**src/design/mdu_pkg.sv**
```systemverilog
// Package for the multiply/divide unit: operation codes, the pipeline item
// type and small helper functions. No dependencies.
package mdu_pkg;

	localparam logic [2:0] CMD_MUL   = 3'd0;
	localparam logic [2:0] CMD_IMUL1 = 3'd1;
	localparam logic [2:0] CMD_IMUL2 = 3'd2;
	localparam logic [2:0] CMD_DIV   = 3'd3;
	localparam logic [2:0] CMD_IDIV  = 3'd4;

	localparam logic [1:0] OS_BYTE  = 2'd0;
	localparam logic [1:0] OS_WORD  = 2'd1;
	localparam logic [1:0] OS_DWORD = 2'd2;
	localparam logic [1:0] OS_QWORD = 2'd3;

	// One division step per cell.
	localparam int unsigned NUM_CELLS = 64;

	typedef struct packed {
		logic [2:0]  cmd;
		logic [1:0]  os;
		logic [63:0] alo;   // original accumulator
		logic [63:0] ahi;   // original data register
		logic [63:0] rem;   // partial remainder / product high
		logic [63:0] num;   // dividend low bits / multiplicand
		logic [63:0] quo;   // quotient / product low
		logic [63:0] dvs;   // divisor / multiplier
		logic [63:0] pa;    // cross partial products
		logic [63:0] pb;
		logic        nd;    // negative dividend
		logic        nv;    // negative divisor
		logic        ok;    // no divide fault so far
		logic        cf;    // product does not fit
	} item_t;

	function automatic logic [63:0] width_mask(input logic [1:0] os);
		logic [63:0] m;
		case (os)
			OS_BYTE:  m = 64'hff;
			OS_WORD:  m = 64'hffff;
			OS_DWORD: m = 64'hffff_ffff;
			default:  m = '1;
		endcase
		return m;
	endfunction

	// sign-extend from the operand width
	function automatic logic [63:0] sext_os(input logic [63:0] v, input logic [1:0] os);
		logic [63:0] r;
		case (os)
			OS_BYTE:  r = {{56{v[7]}}, v[7:0]};
			OS_WORD:  r = {{48{v[15]}}, v[15:0]};
			OS_DWORD: r = {{32{v[31]}}, v[31:0]};
			default:  r = v;
		endcase
		return r;
	endfunction

	// sign-extend from twice the operand width
	function automatic logic [63:0] sext_dbl(input logic [63:0] v, input logic [1:0] os);
		logic [63:0] r;
		case (os)
			OS_BYTE: r = {{48{v[15]}}, v[15:0]};
			OS_WORD: r = {{32{v[31]}}, v[31:0]};
			default: r = v;
		endcase
		return r;
	endfunction

	function automatic logic is_div(input logic [2:0] cmd);
		return (cmd == CMD_DIV) || (cmd == CMD_IDIV);
	endfunction

	function automatic logic is_mul(input logic [2:0] cmd);
		return (cmd == CMD_MUL) || (cmd == CMD_IMUL1) || (cmd == CMD_IMUL2);
	endfunction

endpackage

```
**src/design/mdu_cell.sv**
```systemverilog
// One restoring division step of the divider chain; other operations pass.
// Depends on mdu_pkg.
module mdu_cell (
	input  logic           clk,
	input  logic           arst_n,
	input  logic           en,
	input  logic           vld_in,
	input  mdu_pkg::item_t item_in,
	output logic           vld_out,
	output mdu_pkg::item_t item_out
);
	mdu_pkg::item_t nxt;
	logic [63:0] shr;
	logic        vld_q;
	mdu_pkg::item_t item_q;

	always_comb begin
		nxt = item_in;
		shr = {item_in.rem[62:0], item_in.num[63]};
		if (mdu_pkg::is_div(item_in.cmd)) begin
			nxt.num = {item_in.num[62:0], 1'b0};
			if (item_in.rem[63] || shr >= item_in.dvs) begin
				nxt.rem = shr - item_in.dvs;
				nxt.quo = {item_in.quo[62:0], 1'b1};
			end else begin
				nxt.rem = shr;
				nxt.quo = {item_in.quo[62:0], 1'b0};
			end
		end
	end

	always_ff @(posedge clk or negedge arst_n) begin
		if (!arst_n) begin
			vld_q <= 1'b0;
		end else if (en) begin
			vld_q <= vld_in;
		end
	end

	always_ff @(posedge clk) begin
		if (en) begin
			item_q <= nxt;
		end
	end

	assign vld_out = vld_q;
	assign item_out = item_q;
endmodule

```
**config.mk**
```make
export PLATFORM = sky130hd
export DESIGN_NAME = mdu_cell
export DESIGN_NICKNAME = d
export VERILOG_FILES = /design/src/design/mdu_pkg.sv /design/src/design/mdu_cell.sv
export SDC_FILE = /design/constraint.sdc
export NUM_CORES = 1
export LEC_CHECK = 0
export ABC_AREA = 1
export BUFFER_PORTS_ARGS = -buffer_cell sky130_fd_sc_hd__buf_2
export CORE_AREA = 2 2 413 415
export DETAILED_ROUTE_END_ITERATION = 12
export DIE_AREA = 0 0 415 417
export GPL_TIMING_DRIVEN = 0
export PLACE_DENSITY = 0.42
export SLEW_MARGIN = 20
export SYNTH_ARGS = -nofsm -noshare
export SYNTH_HDL_FRONTEND = slang
export SYNTH_SLANG_ARGS = --single-unit
```
**constraint.sdc**
```tcl
create_clock -name clk -period 1 [get_ports clk]
set_input_delay 0.25 -clock clk [delete_from_list [all_inputs] [get_ports clk]]
set_output_delay 0.25 -clock clk [all_outputs]
set_load 0.03 [all_outputs]
```
## After elaboration in Yosys (flattened, before gate mapping)

Index checks and enable logic that the tools add are counted.

| storage, ports and cells | value |
|---|---|
| bits in registers | 522 |
| output and inout bits | 522 |
| input port bits | 525 |
| word-level logic and storage cells | 25 |

| cells by class | value |
|---|---|
| muxes and demuxes | 3 |
| $lt $le $gt $ge | 1 |
| equal/unequal tests | 2 |
| add/sub/neg operators | 1 |
| reductions and logical operators | 2 |

Operator list:

| operator | count |
|---|---|
| 192-bit 2-to-1 mux | 1 |
| 64-bit >= comparator | 1 |
| 64-bit 2-to-1 mux | 1 |
| 64-bit subtractor | 1 |
| 3-bit by 2-bit equality test with 1-bit output, second input constant | 1 |
| 3-bit equality test, second input constant | 1 |
| 1-bit logical OR | 2 |
| 1-bit 2-to-1 mux | 1 |

## Depth between registers and ports, before layout

| logic depth | value |
|---|---|
| depth in word-level cells | 4 |
| gate-level depth with buffers | 19 |
| gate-level depth less buffers | 18 |

## Worst setup path after synthesis

Ideal clock, no wire load.

| timing path | value |
|---|---|
| path kind | input port to flip-flop |
| start point | input port item_in[323] in the netlist's numbering |
| end point | register item_q (netlist bit item_out[352]), data pin |
| setup time | 0.253 ns |
| buffers on the path | 2 |
| stages on the path | 19 |
| data arrival time | 2.018 ns |
| slack | -1.271 ns |
| required time | 0.747 ns |
| cells stage by stage | inv_1 -> ha_1 -> fa_1 -> inv_1 -> nand2_1 -> nand2_1 -> nand3_2 -> nand2_2 -> nand2_2 -> nand2_4 -> nand2_2 -> nand3_2 -> nand2_2 -> nand2_4 -> buf_8 -> buf_8 -> nand2_1 -> nand3_1 -> nand2_1 |

RTL lines:

| what | line | RTL |
|---|---|---|
| start, declared | mdu_cell.sv:8 | `input mdu_pkg::item_t item_in,` |
| end signal, assigned | mdu_cell.sv:42 | `item_q <= nxt;` |
| end, declared | mdu_cell.sv:15 | `mdu_pkg::item_t item_q;` |

==> impl_metrics.toml <==
[outcome]
status = "complete, but fails checks"
failed_checks = "hold timing, setup timing"

[synthesis]
yosysSeqAreaShare = 0.6210
ys_types = 38
netlist_area_um2 = 25230
yosys_warnings = 0
synth.avg_cell_area_um2 = 9.558
synth_cells = 2640
synth_top_area_share = 0.6200
netlist_top_cells_area = "edfxtp_1, nand2_1, inv_1, ha_1, o21ai_0"
synth_top_area_cell = "edfxtp_1"
synth_nets = 3230
yosys_register_bits = 522

[drt]
detail-route-antenna-nets = 0
totalWireLength_mm = 167.2
drcViolationCount = 0
wl_per_cell_um = 25.02
drtIter0Drc = 1563
first_pass_iters = 5
via_count = 25740
avgViaCountPerCell = 3.853

[power_and_ir_drop]
powerDensity_nw_per_um2 = 1568
pwr-share-clk = 0.341
internal_power_mw = 49.93
pwr-share-comb = 0.291
finalPower_mw = 74.63
ir_worst_vdd_v = 0.001223
swShare = 0.3309
switchingPower_mw = 24.69
p_leak_nw = 21.35
seqPwrFrac = 0.367

[sta]
hold_viol_final = 25
max_slew_margin = 0.5488
finalWorstSetupSlack_ns = -0.9203
fmaxAchievable_mhz = 520.8
setup_violations = 808
tns_ns = -330.10
slew_violations = 0
holdWs_ns = -0.07372
min_period_ns = 1.920
rsz0062_at_grt = "yes"
fin_skew_ns = 0
worst-slew-pin-transition_ns = 0.6767
fin_crit_sh = 1.920

[clock_tree]
h-tree-depth = 3
path_clk_slew_ns = 0.06
clockBufferDepth = 3
cts.sinks = 522
clock_tree.root_cell = "clkbuf_16"
insertion_delay_ns = 0.67
cts_tree = "done"
cts_buffers = 71

[layout]
area_growth_pct = 88.61
layout_commonest_cell = "nand2_1"
num-nets-final = 4969
layout_common_cells = "nand2_1, buf_2, dlygate4sd3_1, edfxtp_1, buf_6"
drive_gt1_frac = 0.3838

[die]
die_x_um = 415
die_area_um2 = 173100
floorplan.initialDensity = 0.1497
coreArea_um2 = 168500
num_rows = 151
num_io_pins = 1047
chipHeight_um = 417

[place]
hpwl_mm = 135.4
place.gp.congestion = 0.8953
numPortBuffers = 1046

[worst_setup_path]
endpoint = "item_out[357]"
r2r-start = "vld_out"
critPathKind = "input port to flip-flop"
cp_data_required_time_ns = 1.43
critPathMaxFanout = 6
rr_worst_depth = 1
startpoint = "item_in[323]"
worstSetupStartpointType = "input port"
critPathArrivalTime_ns = 2.35
r2r_end = "vld_out"
cp-end-kind = "flip-flop"
r2r_setup_slack_ns = 0.23

[global_route]
grt_pass1_vias = 26130
antenna_found_initial = 103
grt_usage = 0.1845
grt_max_degree = 96
grt_pass1_wl_mm = 217.3
overflow = 0

[hold_path]
hold_class = "input port to flip-flop"

[run]
max-cap-violations = 0
-- worst min-delay path by stage --
stage            from           end  slack, ns  cells past startpoint
4_1_cts            en  item_out[46]      -0.16                      1
3_3_place_gp   arst_n       vld_out       0.03                      1
5_1_grt            en  item_out[46]      -0.09                      1
6_report           en  item_out[46]      -0.07                      1
3_5_place_dp   arst_n       vld_out       0.03                      1
2_1_floorplan  arst_n       vld_out      -0.05                      0
-- state kept, by name, indices dropped and copies added, names as in the netlist --
name,count
item_out,521
vld_out,1
-- what timing repair did --
action                                 CTS  global route
gates cloned                             3             8
endpoints found under the hold margin  540            26
setup endpoints to repair              994          1012
buffers inserted                        68            14
pin swaps                               81            31
gates resized for setup                543          1452
hold buffers                           520             1
-- worst max-delay path: stages --
cell and delay (ns):
buf_8 0.09, inv_12 0.03, ha_4 0.15, fa_2 0.35, inv_2 0.07, nand2_1 0.04, nand2_1 0.08, nand3_2 0.10
nand2_4 0.12, nand2_4 0.06, nand2_4 0.07, nand2_4 0.05, nand3_4 0.09, nand2_8 0.08, nand2_8 0.15, buf_12 0.14
buf_12 0.14, nand2_4 0.05, nand3_4 0.13, nand2_4 0.07
-- cell families (layout without fill, tap and decap cells) --
logic type               after synthesis  after routing  synth area share
flip-flops                           522            522            0.6210
multiplexers                           1              1         0.0004462
other                                  0             31                 0
AND/OR/NAND/NOR                     1256           1256            0.2068
adder cells (fa/ha/maj)               65             65           0.03253
AO/OA/AOI/OAI                        216            216           0.04369
buffers and inverters                551           2343           0.08549
XOR/XNOR                              29             29           0.01007
-- cells in the mapped netlist, drive strengths merged --
cell type  instances
o21ai            158
nor4               4
edfxtp           521
xor2               8
mux2               1
or2                1
nor3              10
inv              488
nand2            943
nand3            151
clkbuf            36
clkinv             3
a21o               1
and2               1
buf               24
nand3b            21
o21bai             3
nor2             110
ha                64
xnor2             21
and3               4
nand4             11
fa                 1
dfrtp              1
a21oi             54
-- final cells by class --
type	instances	area, um^2
inverter	491	1894
multi-input combinational	1567	9430
clock inverter	38	382.9
buffer	59	651.9
timing repair buffer	1667	14870
fill	17800	120900
tap	2218	2775
antenna	31	77.57
clock buffer	88	1841
sequential	522	15670
-- per-layer routing --
metal / GRT usage / vias up / wire length, um
li1: - / 12050 / -
met1: 0.2020 / 12360 / 61320
met2: 0.3399 / 970 / 85880
met3: 0.03516 / 311 / 10100
met4: 0.08914 / 42 / 9594
met5: 0 / - / 248
-- power by group through the flow --
stage	registers (mW)	logic [mW]	clock network (mW)
floorplan	31.3	4.26	0
global placement	27.7	15.4	0
detailed placement	27.4	15.5	0
CTS	27.0	19.6	26.5
global route	27.6	22.8	27.0
finish	27.4	21.7	25.5
-- per-stage QoR --
stage	hold slack, ns	setup slack [ns]	util	area (um^2)	instances
6_report	-0.07372	-0.9203	0.2824	47590	6681
5_1_grt	-0.08840	-0.9549	0.2821	47540	6658
4_1_cts	-0.1646	-0.8332	0.2613	44030	6627
3_5_place_dp	0.03363	-2.494	0.1999	33690	5911
3_3_place_gp	0.03017	-9.982	0.1987	33480	5904
2_1_floorplan	-0.04559	-1.182	-	25470	2640
Power figures use the tool's default switching activity.
