## config.mk

```make
export PLATFORM = sky130hd
export DESIGN_NAME = mdu_back_flat
export DESIGN_NICKNAME = d
export VERILOG_FILES = /design/src/design/mdu_pkg.sv /design/src/design/mdu_out_if.sv /design/src/design/mdu_back.sv /design/src/flat_wrapper.sv
export SDC_FILE = /design/constraint.sdc
export NUM_CORES = 1
export LEC_CHECK = 0
export ABC_AREA = 1
export BUFFER_PORTS_ARGS = -buffer_cell sky130_fd_sc_hd__buf_2
export CORE_AREA = 2 2 282 284
export DETAILED_ROUTE_END_ITERATION = 8
export DIE_AREA = 0 0 284 286
export PLACE_DENSITY_LB_ADDON = 0.12
export SLEW_MARGIN = 15
export SYNTH_ARGS = -nofsm -noshare
export SYNTH_HDL_FRONTEND = slang
export SYNTH_SLANG_ARGS = --single-unit
```

## constraint.sdc

```tcl
create_clock -name clk -period 17.9 [get_ports clk]
set_clock_uncertainty 0.15 [all_clocks]
set_input_delay 3.58 -clock clk [delete_from_list [all_inputs] [get_ports clk]]
set_output_delay 3.58 -clock clk [all_outputs]
set_load 0.02 [all_outputs]
```

## src/design/mdu_pkg.sv

```systemverilog
// Package for the multiply/divide unit: operation codes, the pipeline item
// type and small helper functions. No dependencies.
package mdu_pkg;

	localparam logic [2:0] CMD_MUL   = 3'd0;
	localparam logic [2:0] CMD_IMUL1 = 3'd1;
	localparam logic [2:0] CMD_IMUL2 = 3'd2;
	localparam logic [2:0] CMD_DIV   = 3'd3;
	localparam logic [2:0] CMD_IDIV  = 3'd4;

	localparam logic [1:0] OS_BYTE  = 2'd0;
	localparam logic [1:0] OS_WORD  = 2'd1;
	localparam logic [1:0] OS_DWORD = 2'd2;
	localparam logic [1:0] OS_QWORD = 2'd3;

	// One division step per cell.
	localparam int unsigned NUM_CELLS = 64;

	typedef struct packed {
		logic [2:0]  cmd;
		logic [1:0]  os;
		logic [63:0] alo;   // original accumulator
		logic [63:0] ahi;   // original data register
		logic [63:0] rem;   // partial remainder / product high
		logic [63:0] num;   // dividend low bits / multiplicand
		logic [63:0] quo;   // quotient / product low
		logic [63:0] dvs;   // divisor / multiplier
		logic [63:0] pa;    // cross partial products
		logic [63:0] pb;
		logic        nd;    // negative dividend
		logic        nv;    // negative divisor
		logic        ok;    // no divide fault so far
		logic        cf;    // product does not fit
	} item_t;

	function automatic logic [63:0] width_mask(input logic [1:0] os);
		logic [63:0] m;
		case (os)
			OS_BYTE:  m = 64'hff;
			OS_WORD:  m = 64'hffff;
			OS_DWORD: m = 64'hffff_ffff;
			default:  m = '1;
		endcase
		return m;
	endfunction

	// sign-extend from the operand width
	function automatic logic [63:0] sext_os(input logic [63:0] v, input logic [1:0] os);
		logic [63:0] r;
		case (os)
			OS_BYTE:  r = {{56{v[7]}}, v[7:0]};
			OS_WORD:  r = {{48{v[15]}}, v[15:0]};
			OS_DWORD: r = {{32{v[31]}}, v[31:0]};
			default:  r = v;
		endcase
		return r;
	endfunction

	// sign-extend from twice the operand width
	function automatic logic [63:0] sext_dbl(input logic [63:0] v, input logic [1:0] os);
		logic [63:0] r;
		case (os)
			OS_BYTE: r = {{48{v[15]}}, v[15:0]};
			OS_WORD: r = {{32{v[31]}}, v[31:0]};
			default: r = v;
		endcase
		return r;
	endfunction

	function automatic logic is_div(input logic [2:0] cmd);
		return (cmd == CMD_DIV) || (cmd == CMD_IDIV);
	endfunction

	function automatic logic is_mul(input logic [2:0] cmd);
		return (cmd == CMD_MUL) || (cmd == CMD_IMUL1) || (cmd == CMD_IMUL2);
	endfunction

endpackage

```

## src/design/mdu_out_if.sv

```systemverilog
// Output channel of the multiply/divide unit: valid/ready plus result fields.
// No dependencies.
interface mdu_out_if;
	logic        valid;
	logic        ready;
	logic [63:0] acc_low_out;
	logic [63:0] acc_high_out;
	logic [63:0] reg_result;
	logic        carry_overflow;
	logic        flags_written;
	logic        divide_error;

	modport source (output valid, acc_low_out, acc_high_out, reg_result, carry_overflow,
		flags_written, divide_error, input ready);
	modport sink (input valid, acc_low_out, acc_high_out, reg_result, carry_overflow,
		flags_written, divide_error, output ready);
endinterface

```

## src/design/mdu_back.sv

```systemverilog
// Back stages: quotient range check, sign fix-up, overflow flag and the
// register layout, ending in the output register. Depends on mdu_pkg, mdu_out_if.
module mdu_back (
	input  logic           clk,
	input  logic           arst_n,
	input  logic           vld_in,
	input  mdu_pkg::item_t item_in,
	output logic           en,
	mdu_out_if.source      out_ch
);
	mdu_pkg::item_t d1, it_s1;
	logic v_s1, out_vld_q;
	logic [63:0] mask, lim, alo, ahi, reg_r;
	logic nq, cf, fw, de;
	logic [63:0] acc_lo_q, acc_hi_q, reg_q;
	logic cf_q, fw_q, de_q;

	assign en = !out_vld_q || out_ch.ready;

	always_comb begin
		d1 = item_in;
		mask = mdu_pkg::width_mask(item_in.os);
		nq = item_in.nd ^ item_in.nv;
		case (item_in.os)
			mdu_pkg::OS_BYTE:  lim = 64'h80;
			mdu_pkg::OS_WORD:  lim = 64'h8000;
			mdu_pkg::OS_DWORD: lim = 64'h8000_0000;
			default:           lim = 64'h8000_0000_0000_0000;
		endcase
		d1.cf = 1'b0;
		if (item_in.cmd == mdu_pkg::CMD_DIV) begin
			if (item_in.os != mdu_pkg::OS_QWORD && (item_in.quo & ~mask) != '0) d1.ok = 1'b0;
		end else if (item_in.cmd == mdu_pkg::CMD_IDIV) begin
			if (nq ? (item_in.quo > lim) : (item_in.quo >= lim)) d1.ok = 1'b0;
			if (nq) d1.quo = ~item_in.quo + 64'd1;
			if (item_in.nd) d1.rem = ~item_in.rem + 64'd1;
		end else if (item_in.cmd == mdu_pkg::CMD_MUL) begin
			// product bits above the operand width
			d1.cf = (item_in.os == mdu_pkg::OS_QWORD) ? (item_in.rem != '0)
				: ((item_in.quo & ~mask) != '0);
		end else if (mdu_pkg::is_mul(item_in.cmd)) begin
			d1.cf = (item_in.os == mdu_pkg::OS_QWORD) ? (item_in.rem != {64{item_in.quo[63]}})
				: (item_in.quo != mdu_pkg::sext_os(item_in.quo, item_in.os));
		end
	end

	// merge results into the register layout
	always_comb begin
		alo = it_s1.alo;
		ahi = it_s1.ahi;
		reg_r = '0;
		cf = 1'b0;
		fw = 1'b0;
		de = 1'b0;
		if (mdu_pkg::is_mul(it_s1.cmd)) begin
			fw = 1'b1;
			cf = it_s1.cf;
			if (it_s1.cmd == mdu_pkg::CMD_IMUL2) begin
				reg_r = it_s1.quo & mdu_pkg::width_mask(it_s1.os);
			end else begin
				case (it_s1.os)
					mdu_pkg::OS_BYTE: alo = {it_s1.alo[63:16], it_s1.quo[15:0]};
					mdu_pkg::OS_WORD: begin
						alo = {it_s1.alo[63:16], it_s1.quo[15:0]};
						ahi = {it_s1.ahi[63:16], it_s1.quo[31:16]};
					end
					mdu_pkg::OS_DWORD: begin
						alo = {32'd0, it_s1.quo[31:0]};
						ahi = {32'd0, it_s1.quo[63:32]};
					end
					default: begin
						alo = it_s1.quo;
						ahi = it_s1.rem;
					end
				endcase
			end
		end else if (mdu_pkg::is_div(it_s1.cmd)) begin
			if (!it_s1.ok) begin
				de = 1'b1;
			end else begin
				case (it_s1.os)
					mdu_pkg::OS_BYTE: alo = {it_s1.alo[63:16], it_s1.rem[7:0], it_s1.quo[7:0]};
					mdu_pkg::OS_WORD: begin
						alo = {it_s1.alo[63:16], it_s1.quo[15:0]};
						ahi = {it_s1.ahi[63:16], it_s1.rem[15:0]};
					end
					mdu_pkg::OS_DWORD: begin
						alo = {32'd0, it_s1.quo[31:0]};
						ahi = {32'd0, it_s1.rem[31:0]};
					end
					default: begin
						alo = it_s1.quo;
						ahi = it_s1.rem;
					end
				endcase
			end
		end
	end

	always_ff @(posedge clk or negedge arst_n) begin
		if (!arst_n) begin
			v_s1 <= 1'b0;
			out_vld_q <= 1'b0;
		end else if (en) begin
			v_s1 <= vld_in;
			out_vld_q <= v_s1;
		end
	end

	always_ff @(posedge clk) begin
		if (en) begin
			it_s1 <= d1;
			acc_lo_q <= alo;
			acc_hi_q <= ahi;
			reg_q <= reg_r;
			cf_q <= cf;
			fw_q <= fw;
			de_q <= de;
		end
	end

	assign out_ch.valid = out_vld_q;
	assign out_ch.acc_low_out = acc_lo_q;
	assign out_ch.acc_high_out = acc_hi_q;
	assign out_ch.reg_result = reg_q;
	assign out_ch.carry_overflow = cf_q;
	assign out_ch.flags_written = fw_q;
	assign out_ch.divide_error = de_q;
endmodule
```

## src/flat_wrapper.sv

```systemverilog
// flat-port wrapper written by rule: the top's interface ports become plain ports
module mdu_back_flat 
  (clk, arst_n, vld_in, item_in, en, out_ch_valid, out_ch_acc_low_out, out_ch_acc_high_out, out_ch_reg_result, out_ch_carry_overflow, out_ch_flags_written, out_ch_divide_error, out_ch_ready);
  mdu_out_if out_ch_i ();
  input  logic clk;
  input  logic arst_n;
  input  logic vld_in;
  input  mdu_pkg::item_t item_in;
  output logic en;
  output wire logic [$bits(out_ch_i.valid)-1:0] out_ch_valid;
  output wire logic [$bits(out_ch_i.acc_low_out)-1:0] out_ch_acc_low_out;
  output wire logic [$bits(out_ch_i.acc_high_out)-1:0] out_ch_acc_high_out;
  output wire logic [$bits(out_ch_i.reg_result)-1:0] out_ch_reg_result;
  output wire logic [$bits(out_ch_i.carry_overflow)-1:0] out_ch_carry_overflow;
  output wire logic [$bits(out_ch_i.flags_written)-1:0] out_ch_flags_written;
  output wire logic [$bits(out_ch_i.divide_error)-1:0] out_ch_divide_error;
  input wire logic [$bits(out_ch_i.ready)-1:0] out_ch_ready;
  assign out_ch_valid = out_ch_i.valid;
  assign out_ch_acc_low_out = out_ch_i.acc_low_out;
  assign out_ch_acc_high_out = out_ch_i.acc_high_out;
  assign out_ch_reg_result = out_ch_i.reg_result;
  assign out_ch_carry_overflow = out_ch_i.carry_overflow;
  assign out_ch_flags_written = out_ch_i.flags_written;
  assign out_ch_divide_error = out_ch_i.divide_error;
  assign out_ch_i.ready = out_ch_ready;
  mdu_back u_core (.clk(clk), .arst_n(arst_n), .vld_in(vld_in), .item_in(item_in), .en(en), .out_ch(out_ch_i));
endmodule
```

## Word-level counts from Yosys, hierarchy flattened

Cells that the tools add are included.

- Flip-flop bits (word level): 460
- Input bits: 525
- Output and inout bits: 197
- Logic and storage cells: 100

- $add $sub $neg: 2
- $lt $le $gt $ge: 2
- Equality and inequality tests: 16
- Mux-type cells: 39
- Bitwise operators: 7
- Reduce and logical (&&, ||, !) cells: 18

Operators by type and width:

| operator | number |
|---|---|
| $pmux 64 s3 | 7 |
| $mux 64 | 20 |
| $not 64->64 | 3 |
| $add 64x1->64 const B | 2 |
| $and 64x64->64 | 2 |
| $ne 64x64->1 | 2 |
| $pmux 64 s2 | 1 |
| $reduce_bool 64->1 | 2 |
| $ge 64x64->1 | 1 |
| $gt 64x64->1 | 1 |
| $eq 3x2->1 const B | 4 |
| $mux 1 | 11 |
| $eq 2x2->1 const B | 3 |
| $eq 3x1->1 const B | 2 |
| $eq 3x3->1 const B | 2 |
| $logic_not 3->1 | 2 |
| $logic_or 1x1->1 | 6 |
| $reduce_or 2->1 | 3 |
| $eq 2x1->1 const B | 2 |
| $logic_not 2->1 | 2 |
| $ne 2x2->1 const B | 1 |
| $reduce_and 2->1 | 1 |
| $logic_and 1x1->1 | 1 |
| $logic_not 1->1 | 1 |
| other kinds (2) | 2 |

## Longest topological paths before layout

Gate-level depths: netlist of run 1.

- Depth after elaboration: 11
- Depth in mapped cells: 13
- Mapped depth without buffers: 13

## Worst setup path after synthesis of run 1

Ideal clock, no wire load.

- Path kind: in2out
- Start point: input port out_ch_ready
- End point: output port en
- Arrival: 13.395 ns
- Required time: 14.170 ns
- Path slack: 0.775 ns
- Stages: 2
- Path buffers: 0
- Cell sequence: inv_1 -> nand2_1

- Cells in the longest elaborated chain, start to end: 1

Ends and longest elaborated chain:

| item | line | text |
|---|---|---|
| start, declared | flat_wrapper.sv:17 | `input wire logic [$bits(out_ch_i.ready)-1:0] out_ch_ready;` |
| $logic_or 1x1->1 | mdu_back.sv:18 | `assign en = !out_vld_q \|\| out_ch.ready;` |
| end, declared | flat_wrapper.sv:9 | `output logic en;` |

Every way passes these cells.

## Worst setup path in the final report of run 1

Same ends and word-level chain as after synthesis.

==> summary.txt, run 1 <==
Route
  – Post-route DRC violation count: 0
  – Routed wire per std cell: 22.4 um
  – Final WL: 91,400 um
  – Vias per cell: 4.90
  – Via Count: 20,000
  – Initial DRC count: 1,769
  – Post-route ant nets: 0
  – Drt first pass iters: 5

Timing
  – Tcrit/Tclk final: 0.457
  – Worst rel slew slack: 0.260
  – Setup violations, final: 0
  – Fmax: 0.122 GHz
  – Final min period: 8.18 ns
  – Slew of the pin with the lowest slew margin: 1.11 ns
  – Final Hold Vio Count: 0
  – Max Slew Vio Count: 0
  – Setup slack after layout: 9.72 ns
  – Hold Slack: 0.301 ns
  – RSZ-0062 raised after global routing: no
  – Final setup TNS: 0 ns

Power and ir drop
  – P_int: 2.18 mW
  – Total power: 3.13 mW
  – Switch share: 0.303
  – Combinational share of power: 0.181
  – Flop pwr share: 0.461
  – Clock share of power: 0.358
  – Pwr Density: 108 nW/um2
  – Max IR drop VDD: 0.0801 mV
  – P_sw: 0.949 mW
  – Leakage: 12.3 nW

Logic synthesis
  – Top cells by instance count after synthesis: nand2_1 (579), edfxtp_1 (458), nor2_1 (321), inv_1 (298), o21ai_0 (154)
  – Synth top area share: 0.580
  – Mapped Area: 23,700 um2
  – Post-synth EDFFs: 458
  – Syn Nets: 3,075
  – Area leader, netlist: edfxtp_1
  – Post-synth cell types: 43
  – Most common cell in the synthesized netlist: nand2_1
  – Syn_area_per_cell: 9.32 um2
  – FF+latch count, synth: 460
  – Sequential area share after synthesis: 0.583
  – Warnings from Yosys: 0
  – Synth Flop Type: edfxtp_1
  – Synth Instances: 2,543
  – Async SR Flop Fraction: 0.00435
  – Area contributors post-synth: edfxtp_1 (58%), nand2_1 (9.2%), nor2_1 (5.1%)

Global route
  – Grt total ovfl: 0
  – First-pass GRT wire length: 131,000 um
  – Vias in the first global route: 19,600
  – Initial antenna violation count: 43
  – Largest net degree at the start of global routing: 182
  – GRT Total Usage: 0.218

Clock tree
  – Hold Buf Count CTS: 0
  – Worst-skew pair later-pin latency: 0.62 ns
  – CTS sink cnt: 460
  – Post-CTS Setup Repair Bufs: 0
  – CTS resizes: 0
  – Number of CTS-inserted buffers: 55
  – Number of H-tree levels: 2
  – CTS Buffer Depth: 3
  – Root buf cell: clkbuf_16
  – Reg clk slew, reported paths: 0.05 ns
  – CTS tree: built

Die
  – Core box area: 78,400 um2
  – Initial Util: 0.302
  – Die W: 284 um
  – # IOs: 722
  – Die Outline Area: 81,200 um2
  – Die extent in y: 286 um
  – Rows: 103

Placement
  – PortBufs: 464
  – Placed cell areas: 27,100 um2
  – Placed insts: 3,971
  – Pre-CTS setup slack: 9.65 ns
  – Dpl hpwl: 68,700 um
  – Final GP Congestion: 0.891

Cells and area
  – Layout Nets: 3,510
  – Share of layout cells above drive strength 1: 0.195
  – Post-route cell area: 28,900 um2
  – Fin util: 0.369
  – Final non-filler cell total: 4,087
  – Area delta synth->final: 21.9%

Setup path
  – Worst EP arrival: 4.45 ns
  – CP required: 14.17 ns
  – CP startpoint kind: input pin
  – Critical path class: in2out
  – CP Max Fanout: 41
  – CP endpoint kind: output port

Run
  – Maximum Capacitance Violations: 0

Hold path
  – Hold crit path type: reg2reg

Outcome
  – Status: finished clean
==> state kept, by name, indices dropped and copies added (netlist names) <==
signal	flops
u_core.out_ch.flags_written	1
u_core.out_ch.divide_error	1
u_core.out_ch.acc_high_out	64
u_core.out_ch.carry_overflow	1
u_core.it_s1	263
u_core.out_ch.valid	1
u_core.out_ch.reg_result	64
u_core.out_ch.acc_low_out	64
u_core.v_s1	1
==> power by group through the flow <==
| stage | Clock [mW] | Combinational (mW) | Sequential, mW |
|---|---|---|---|
| floorplan | 0 | 0.245 | 1.58 |
| CTS | 1.15 | 0.574 | 1.44 |
| global placement | 0 | 0.568 | 1.46 |
| detailed placement | 0 | 0.572 | 1.46 |
| global route | 1.19 | 0.621 | 1.46 |
| finish | 1.12 | 0.567 | 1.44 |
==> critical path, stage by stage <==
cell	delay (ns)
buf_2	0.07
inv_1	0.05
nand2_4	0.42
buf_2	0.28
==> worst paths after layout <==
path,startpoint,end,slack (ns),cells after the start
worst max register to register,u_core.it_s1[519]$_DFFE_PP_,u_core.out_ch.acc_low_out[63]$_DFFE_PP_,13.79,10
worst min register to register,u_core.v_s1$_DFFE_PN0P_,u_core.out_ch.valid$_DFFE_PN0P_,0.30,2
max in group asynchronous,arst_n,u_core.out_ch.valid$_DFFE_PN0P_,14.90,1
worst min-delay path,u_core.v_s1$_DFFE_PN0P_,u_core.out_ch.valid$_DFFE_PN0P_,0.30,2
min in group asynchronous,arst_n,u_core.v_s1$_DFFE_PN0P_,2.61,1
worst max-delay path,out_ch_ready,en,9.72,4
==> cell families after synthesis <==
group                    synth area share
AND/OR/NAND/NOR                     0.199
AO/OA/AOI/OAI                       0.102
buffers and inverters              0.0676
XOR/XNOR                           0.0384
multiplexers                      0.00676
adder cells (fa/ha/maj)           0.00370
flip-flops                          0.583
==> placed cells by master, fill, tap and decap left out, types with 31 or more instances in the layout <==
cell       Yosys  routed
nand2_1      579     574
buf_2         24     464
edfxtp_1     458     458
nor2_1       321     320
inv_1        298     296
o21ai_0      154     154
nand3_1      110     110
xor2_1        90      90
nor3_1        71      71
a21oi_1       64      64
clkbuf_16      0      55
o21ai_1       49      49
o221ai_1      32      32
o211ai_1      31      31
nand4_1       31      31
==> cell type report <==
| cell class | count | area [um2] |
|---|---|---|
| Clock inverter | 32 | 353 |
| Tap cell | 1050 | 1310 |
| Clock buffer | 67 | 1420 |
| Fill cell | 8115 | 49500 |
| Sequential cell | 460 | 13800 |
| Multi-Input combinational cell | 1674 | 8330 |
| Inverter | 305 | 1150 |
| Antenna cell | 17 | 42.5 |
| Timing Repair Buffer | 482 | 2480 |
==> per-layer routing <==
metal / part of all wire / up-vias / GRT usage
met5: 0.0030 / - / 0
met4: 0.021 / 48 / 0.0571
met3: 0.081 / 154 / 0.0604
met2: 0.44 / 746 / 0.336
met1: 0.45 / 9527 / 0.300
li1: - / 9561 / -
(Power assumes the default switching activity.)
==> run 2, diff against run 1 <==
--- a/config.mk
+++ b/config.mk
@@ -7,9 +7,9 @@
 export LEC_CHECK = 0
 export ABC_AREA = 1
 export BUFFER_PORTS_ARGS = -buffer_cell sky130_fd_sc_hd__buf_2
-export CORE_AREA = 2 2 282 284
+export CORE_AREA = 2 2 280 282
 export DETAILED_ROUTE_END_ITERATION = 8
-export DIE_AREA = 0 0 284 286
+export DIE_AREA = 0 0 282 284
 export PLACE_DENSITY_LB_ADDON = 0.12
 export SLEW_MARGIN = 15
 export SYNTH_ARGS = -nofsm -noshare
==> constraint.sdc (replaced) <==
create_clock -name clk -period 7.4 [get_ports clk]
set_clock_uncertainty 0.15 [all_clocks]
set_input_delay 1.48 -clock clk [delete_from_list [all_inputs] [get_ports clk]]
set_output_delay 1.48 -clock clk [all_outputs]
set_load 0.02 [all_outputs]
==> run 2 against run 1 <==
Net effect: non-clock buffer count grew 2; first-iteration DRC count shrank 12%; die area shrank 1.4%; sequential share of layout area grew 0.14 points; global-route usage grew 0.41 points; final area shrank 0.29%; clock power grew 130%; register-to-register slack lost 11 ns; critical path type is now reg2reg.
==> summary.txt, run 2 (synthesis results as in run 1) <==
Global route
  – Grt peak-use layer: met2
  – Grt total ovfl: 0
  – Met3 Usage GRT: 0.0671
  – Met2 Use GR: 0.337
  – Initial antenna violation count: 48
  – First-pass GRT wire length: 131,000 um
  – Met1 Track Usage GR: 0.306
  – GRT Total Usage: 0.222
  – Vias in the first global route: 19,700
  – Largest net degree at the start of global routing: 128

Setup path
  – CP Max Fanout: 48
  – Reg2reg start: u_core.it_s1[519]$_DFFE_PP_
  – Reg2Reg Setup Slack: 3.28 ns
  – Critical path class: reg2reg
  – Most frequent CP cell: nor2_4
  – CP required: 7.56 ns
  – CP startpoint kind: flop
  – Worst EP arrival: 4.29 ns
  – Worst path slowest cell: nor2_4
  – CP endpoint kind: flop
  – Crit-path cells: nor2_4 > nor2_4 > nand2_2 > nor2_4 > buf_4 > nand2_4 > buf_4 > nand2_1 > o21ai_1 > o221ai_1
  – R2R depth: 10
  – Reg2reg end: u_core.out_ch.acc_high_out[20]$_DFFE_PP_
  – CP peak stage delay: 0.83 ns

Die
  – Die W: 282 um
  – Core box area: 77,000 um2
  – Rows: 102
  – # IOs: 722
  – Die extent in y: 284 um
  – Die Outline Area: 80,100 um2
  – Initial Util: 0.308

Placement
  – Final GP Congestion: 0.891
  – Dpl hpwl: 68,600 um
  – PortBufs: 464
  – Placed insts: 3,963

Cells and area
  – Fillers: 7,897
  – Share of layout cells above drive strength 1: 0.196
  – Most frequent cells in the layout: nand2_1 (574), buf_2 (464), edfxtp_1 (458)
  – Leading cell type in the layout, fill and taps excluded: nand2_1
  – Final non-filler cell total: 4,077
  – Flip-flop count of the largest register after layout: 263
  – Top reg by flops: u_core.it_s1
  – Area delta synth->final: 21.6%
  – Layout Nets: 3,512

Clock tree
  – Number of CTS-inserted buffers: 55
  – Post-CTS Setup Repair Bufs: 0
  – CTS tree: built
  – Reg clk slew, reported paths: 0.06 ns
  – Root buf cell: clkbuf_16
  – CTS resizes: 0
  – CTS sink cnt: 460
  – Hold Buf Count CTS: 0
  – Number of H-tree levels: 2
  – Worst-skew pair later-pin latency: 0.63 ns
  – CTS Buffer Depth: 3

Route
  – Post-route DRC violation count: 0
  – Initial DRC count: 1,551
  – Drt first pass iters: 6
  – Routed wire per std cell: 22.1 um
  – Post-route ant nets: 0
  – Final WL: 90,200 um
  – Vias per cell: 4.89
  – Via Count: 20,000

Timing
  – Hold Slack: 0.298 ns
  – Fmax: 0.242 GHz
  – Final Hold Vio Count: 0
  – RSZ-0062 raised after global routing: no
  – Setup violations, final: 0
  – Slew of the pin with the lowest slew margin: 0.966 ns
  – Worst rel slew slack: 0.355
  – Max Slew Vio Count: 0
  – Tcrit/Tclk final: 0.557
  – Final setup TNS: 0 ns
  – Final min period: 4.12 ns

Run
  – Maximum Capacitance Violations: 0

Power and ir drop
  – Pwr Density: 259 nW/um2
  – Leakage: 12.3 nW
  – Max IR drop VDD: 0.174 mV

Outcome
  – Status: finished clean

Hold path
  – Hold crit path type: reg2reg
  – Hold EP: u_core.out_ch.valid$_DFFE_PN0P_
  – Worst Hold Depth: 2
  – Min-delay src: u_core.v_s1$_DFFE_PN0P_
## run 2: critical path, delay by kind of cell (launching register included)
kind | cells | cell delay (ns)
simple gates | 6 | 1.98
compound gates | 2 | 0.24
buf+inv | 2 | 0.73
flops | 1 | 0.64
## run 2: worst max-delay path by stage
stage,from,to,slack (ns),cells past startpoint
after global routing,u_core.it_s1[519]$_DFFE_PP_,u_core.out_ch.acc_high_out[30]$_DFFE_PP_,2.98,10
final,u_core.it_s1[519]$_DFFE_PP_,u_core.out_ch.acc_high_out[20]$_DFFE_PP_,3.28,10
after global placement,item_in[518],u_core.it_s1[257]$_DFFE_PP_,2.79,9
after CTS,u_core.it_s1[519]$_DFFE_PP_,u_core.out_ch.acc_high_out[20]$_DFFE_PP_,3.17,10
after detailed placement,item_in[518],u_core.it_s1[257]$_DFFE_PP_,2.78,9
after floorplan,out_ch_ready,en,1.13,2
## run 2: cell type report
type                    count  area, um2  area share
diodes                     14       35.0     0.00122
well taps                1040       1300      0.0452
flip-flops and latches    460      13800       0.479
clock inverters            25        251     0.00873
clock buffers              75       1450      0.0504
inverters                 305       1150      0.0398
multi-input cells        1674       8330       0.289
repair buffers            484       2480      0.0863
## run 2: routing by layer
layer	part of all wire	routed length [um]	vias to the layer above
met5	0.0040	357	-
met4	0.025	2260	58
met3	0.095	8550	177
met2	0.44	39300	829
met1	0.44	39800	9326
li1	-	-	9564
## run 2: power by group
group | switching [mW] | internal, mW | total [mW]
combinational | 0.983 | 0.385 | 1.37
sequential | 0.181 | 3.31 | 3.49
clock | 1.12 | 1.48 | 2.60
total | 2.28 | 5.18 | 7.46
## run 2: through the flow
step            util  cell area (um2)  power (mW)  setup WS, ns
6_report       0.374            28800        7.46          3.28
5_1_grt        0.374            28800        7.82          2.98
4_1_cts        0.374            28800        7.56          3.17
3_5_place_dp   0.352            27100        4.91          2.78
3_3_place_gp   0.352            27100        4.91          2.79
2_1_floorplan      -            23700        4.31          1.13
